<file path="src/rtl/linear_kalman_filter_step_assert.svh">
// Assertion macros shared by the filter RTL.
// Both expect signals named clk_i and rst_ni in the scope of use.
`ifndef LINEAR_KALMAN_FILTER_STEP_ASSERT_SVH
`define LINEAR_KALMAN_FILTER_STEP_ASSERT_SVH

// Same-cycle implication.
`define LKF_ASSERT_IMP(label, ante, cons, msg) \
  label: assert property (@(posedge clk_i) disable iff (!rst_ni) (ante) |-> (cons)) \
    else $error(msg);

// Next-cycle implication.
`define LKF_ASSERT_NXT(label, ante, cons, msg) \
  label: assert property (@(posedge clk_i) disable iff (!rst_ni) (ante) |=> (cons)) \
    else $error(msg);

`endif

</file>
<file path="src/rtl/lkf_ram.sv">
// Single write port, single registered read port.
module lkf_ram #(
  parameter int WIDTH = 32,
  parameter int DEPTH = 16
) (
  input  logic                     clk_i,
  input  logic                     we_i,
  input  logic [$clog2(DEPTH)-1:0] waddr_i,
  input  logic [WIDTH-1:0]         wdata_i,
  input  logic [$clog2(DEPTH)-1:0] raddr_i,
  output logic [WIDTH-1:0]         rdata_o
);

  logic [WIDTH-1:0] mem_q [DEPTH];

  always_ff @(posedge clk_i) begin
    if (we_i) begin
      mem_q[waddr_i] <= wdata_i;
    end
    rdata_o <= mem_q[raddr_i];
  end

endmodule

</file>
<file path="config.mk">
export PLATFORM = sky130hd
export DESIGN_NAME = lkf_ram
export DESIGN_NICKNAME = d
export VERILOG_FILES = /design/src/rtl/linear_kalman_filter_step_assert.svh /design/src/rtl/lkf_ram.sv
export SDC_FILE = /design/constraint.sdc
export NUM_CORES = 1
export LEC_CHECK = 0
export ABC_AREA = 1
export BUFFER_PORTS_ARGS = -buffer_cell sky130_fd_sc_hd__clkbuf_2
export CORE_ASPECT_RATIO = 0.75
export CORE_MARGIN = 5
export CORE_UTILIZATION = 41
export CTS_BUF_LIST = sky130_fd_sc_hd__clkbuf_4 sky130_fd_sc_hd__clkbuf_8
export DETAILED_ROUTE_END_ITERATION = 6
export GPL_TIMING_DRIVEN = 0
export PLACE_DENSITY_LB_ADDON = 0.2
export SLEW_MARGIN = 15
export SYNTH_ARGS = -nofsm -noshare
export SYNTH_HDL_FRONTEND = slang
export SYNTH_SLANG_ARGS = --single-unit
</file>
<file path="constraint.sdc">
create_clock -name clk_i -period 4.82 [get_ports clk_i]
set_input_delay 0.723 -clock clk_i [delete_from_list [all_inputs] [get_ports clk_i]]
set_output_delay 0.723 -clock clk_i [all_outputs]
set_load 0.1 [all_outputs]
</file>
==> flow_metrics.env <==
export IMPL_status="finished clean"
export IMPL_relSlewSlack=0.3274
export IMPL_use_met2=0.3338
export IMPL_synth_distinct_cells=15
export IMPL_yosys_warnings=0
export IMPL_fp_dieH_um=213.9
export IMPL_fillers=4941
export IMPL_hold_start="wdata_i[22]"
export IMPL_critical_path_class="reg -> out"
export IMPL_clk_latency_ns=0.66
export IMPL_syn_nets=2162
export IMPL_crit_chain="clkbuf_2"
export IMPL_tritoncts="yes"
export IMPL_cts_hold_buf=0
export IMPL_worst_pin_slew_ns=1.009
export IMPL_cts_buffer_depth=3
export IMPL_netlist_area_leader_share=0.6764
export IMPL_rr_worst_depth=6
export IMPL_syn2layout_area_growth_pct=15.25
export IMPL_place_ws_ns=2.219
export IMPL_drc=0
export IMPL_final_cell_area_um2=26200
export IMPL_grt_pass1_vias=14580
export IMPL_grt_first_pass_wirelength_um=94960
export IMPL_timing_hold_ws_ns=0.4809
export IMPL_cts_buffers=86
export IMPL_cts_root_buffer="clkbuf_8"
export IMPL_post_cts_buffers=0
export IMPL_synth_area_per_cell_um2=10.72
export IMPL_critPathLaunchType="flop"
export IMPL_ys_ff_latch=544
export IMPL_whs_endpoint="mem_q[10][22]"
export IMPL_rsz0062_at_grt="false"
export IMPL_power_density_nw_per_um2=391.1
export IMPL_pwr_share_seq=0.519
export IMPL_dieArea_um2=60300
export IMPL_p_leak_uw=0.01125
export IMPL_setup_violations=0
export IMPL_seq_area_frac_synth=0.7046
export IMPL_ir_drop_mv=0.1856
export IMPL_drv_slew=0
export IMPL_max_stage_delay_ns=0.45
export IMPL_hold_depth=1
export IMPL_cts_sinks=544
export IMPL_critical_path_buf_inv_count=1
export IMPL_pwr_share_comb=0.092
export IMPL_diodes=0
export IMPL_intPower_uw=7659
export IMPL_placementRows=74
export IMPL_setup_tns_ns=0
export IMPL_finClkSkew_ns=0.03393
export IMPL_top_usage_layer="met2"
export IMPL_reg2reg_slack_ns=3.67
export IMPL_vias=15280
export IMPL_drive_gt1_frac=0.1407
export IMPL_slowest_stage="clkbuf_2"
export IMPL_die_x_um=281.9
export IMPL_antenna_found_initial=0
export IMPL_ctsResizeCount=0
export IMPL_timing_final_ws_setup_ns=2.681
export IMPL_path_delay_family="buffers and inverters"
export IMPL_p_sw_frac=0.2525
export IMPL_period_needed_ns=2.139
export IMPL_dp_hpwl_um=41240
export IMPL_max_freq_mhz=467.6
export IMPL_gr_total_overflow=0
export IMPL_ios=74
export IMPL_worstHoldPathType="in -> reg"
export IMPL_p_sw_uw=2587
export IMPL_dr_pass1_iters=5
export IMPL_placed_area_um2=24440
export IMPL_arrival_ns=1.42
export IMPL_yosysTopAreaCell="edfxtp_1"
export IMPL_cts_max_level=3
export IMPL_pwr_share_clk=0.390
export IMPL_drt_iter0_markers=1491
export IMPL_worstPathMaxFanout=1
export IMPL_met3_usage=0.05388
export IMPL_grtUsageMet1=0.3054
export IMPL_clk_transition_reported_paths_ns=0.06
export IMPL_maxCapViolCount=0
export IMPL_coreArea_um2=54630
export IMPL_start_util=0.4161
export IMPL_grtUsageTotal=0.2140
export IMPL_r2r_end="rdata_o[17]"
export IMPL_vias_per_cell=4.947
export IMPL_place_congestion=0.8058
export IMPL_place_port_buffers=71
export IMPL_synthTopCellsByArea="edfxtp_1, nand2_1, nand3_1, inv_1, dfxtp_1"
export IMPL_timing_final_crit_share=0.4437
export IMPL_synthCells=2120
export IMPL_finalHoldViolations=0
export IMPL_routedWlPerCell_um=21.18
export IMPL_grt_max_degree=21
export IMPL_nNetsFinal=2337
export IMPL_endpoint_kind="output port"
export IMPL_synth_area_um2=22730
export IMPL_cp_data_required_time_ns=4.10
export IMPL_finalWirelength_um=65390
export IMPL_antenna_left=0
export IMPL_r2r_start="mem_q[9][17]"
-- area by class of cell --
class,count,area (µm²),area share
repair buffers,87,683.2,0.02608
clock inverters,23,113.9,0.004346
multi-input cells,1081,4667,0.1781
well taps,722,903.4,0.03448
clock buffers,136,1647,0.06285
plain buffers,105,701.9,0.02679
flip-flops and latches,544,16020,0.6113
inverters,390,1466,0.05597
-- power groups by stage --
stage	logic, µW	registers, µW	clock network [µW]
floorplan	361	5640	0
global placement	905	5420	0
detailed placement	935	5410	0
CTS	937	5310	4070
global route	1000	5320	4290
finish	939	5310	3990
-- flip-flops by register name, indices dropped and copies added, names as in the netlist --
| name | count |
|---|---|
| mem_q | 512 |
| rdata_o | 32 |
-- stage by stage --
stage | cells | utilization | power, µW
detailed placement | 2929 | 0.4473 | 6348
finish | 3088 | 0.4796 | 10250
CTS | 3088 | 0.4796 | 10320
global route | 3088 | 0.4796 | 10610
global placement | 2913 | 0.4391 | 6322
floorplan | 2120 | - | 6000
-- synth_stat cells --
master,instances
buf_1,14
buf_12,1
buf_2,41
buf_4,6
buf_6,29
clkbuf_1,14
dfxtp_1,32
edfxtp_1,512
inv_1,388
inv_2,1
inv_4,1
nand2_1,677
nand3_1,385
nand3b_1,2
nor2_1,17
-- routing by layer --
| layer | wire length, µm | share of wire |
|---|---|---|
| met3 | 5918 | 0.091 |
| met4 | 1179 | 0.018 |
| met2 | 29570 | 0.45 |
| met5 | 0 | 0 |
| met1 | 28720 | 0.44 |
-- cells in the final DEF (no fill, tap or decap), types with 12 or more instances in the layout --
| cell type | instances |
|---|---|
| nand2_1 | 677 |
| edfxtp_1 | 512 |
| inv_1 | 388 |
| nand3_1 | 385 |
| clkbuf_8 | 100 |
| clkbuf_2 | 71 |
| buf_2 | 41 |
| clkbuf_4 | 36 |
| dfxtp_1 | 32 |
| buf_6 | 29 |
| buf_12 | 16 |
| nor2_4 | 16 |
| buf_1 | 14 |
| clkbuf_1 | 14 |
| clkinv_2 | 12 |
-- worst max path at each step --
stage | cells after the start | to | from
final | 1 | rdata_o[22] | rdata_o[22]
after global routing | 1 | rdata_o[22] | rdata_o[22]
after CTS | 1 | rdata_o[22] | rdata_o[22]
after detailed placement | 7 | rdata_o[17] | raddr_i[1]
after global placement | 3 | mem_q[12][24] | we_i
after floorplan | 2 | mem_q[10][0] | waddr_i[2]
-- cells by family (layout without fill, tap and decap cells) --
group | count (synthesis) | count (layout) | synth area share
flops | 544 | 544 | 0.7046
buf+inv | 495 | 741 | 0.09539
simple gates | 1081 | 1081 | 0.2000
Note: power is estimated with default switching activity, not from simulation.
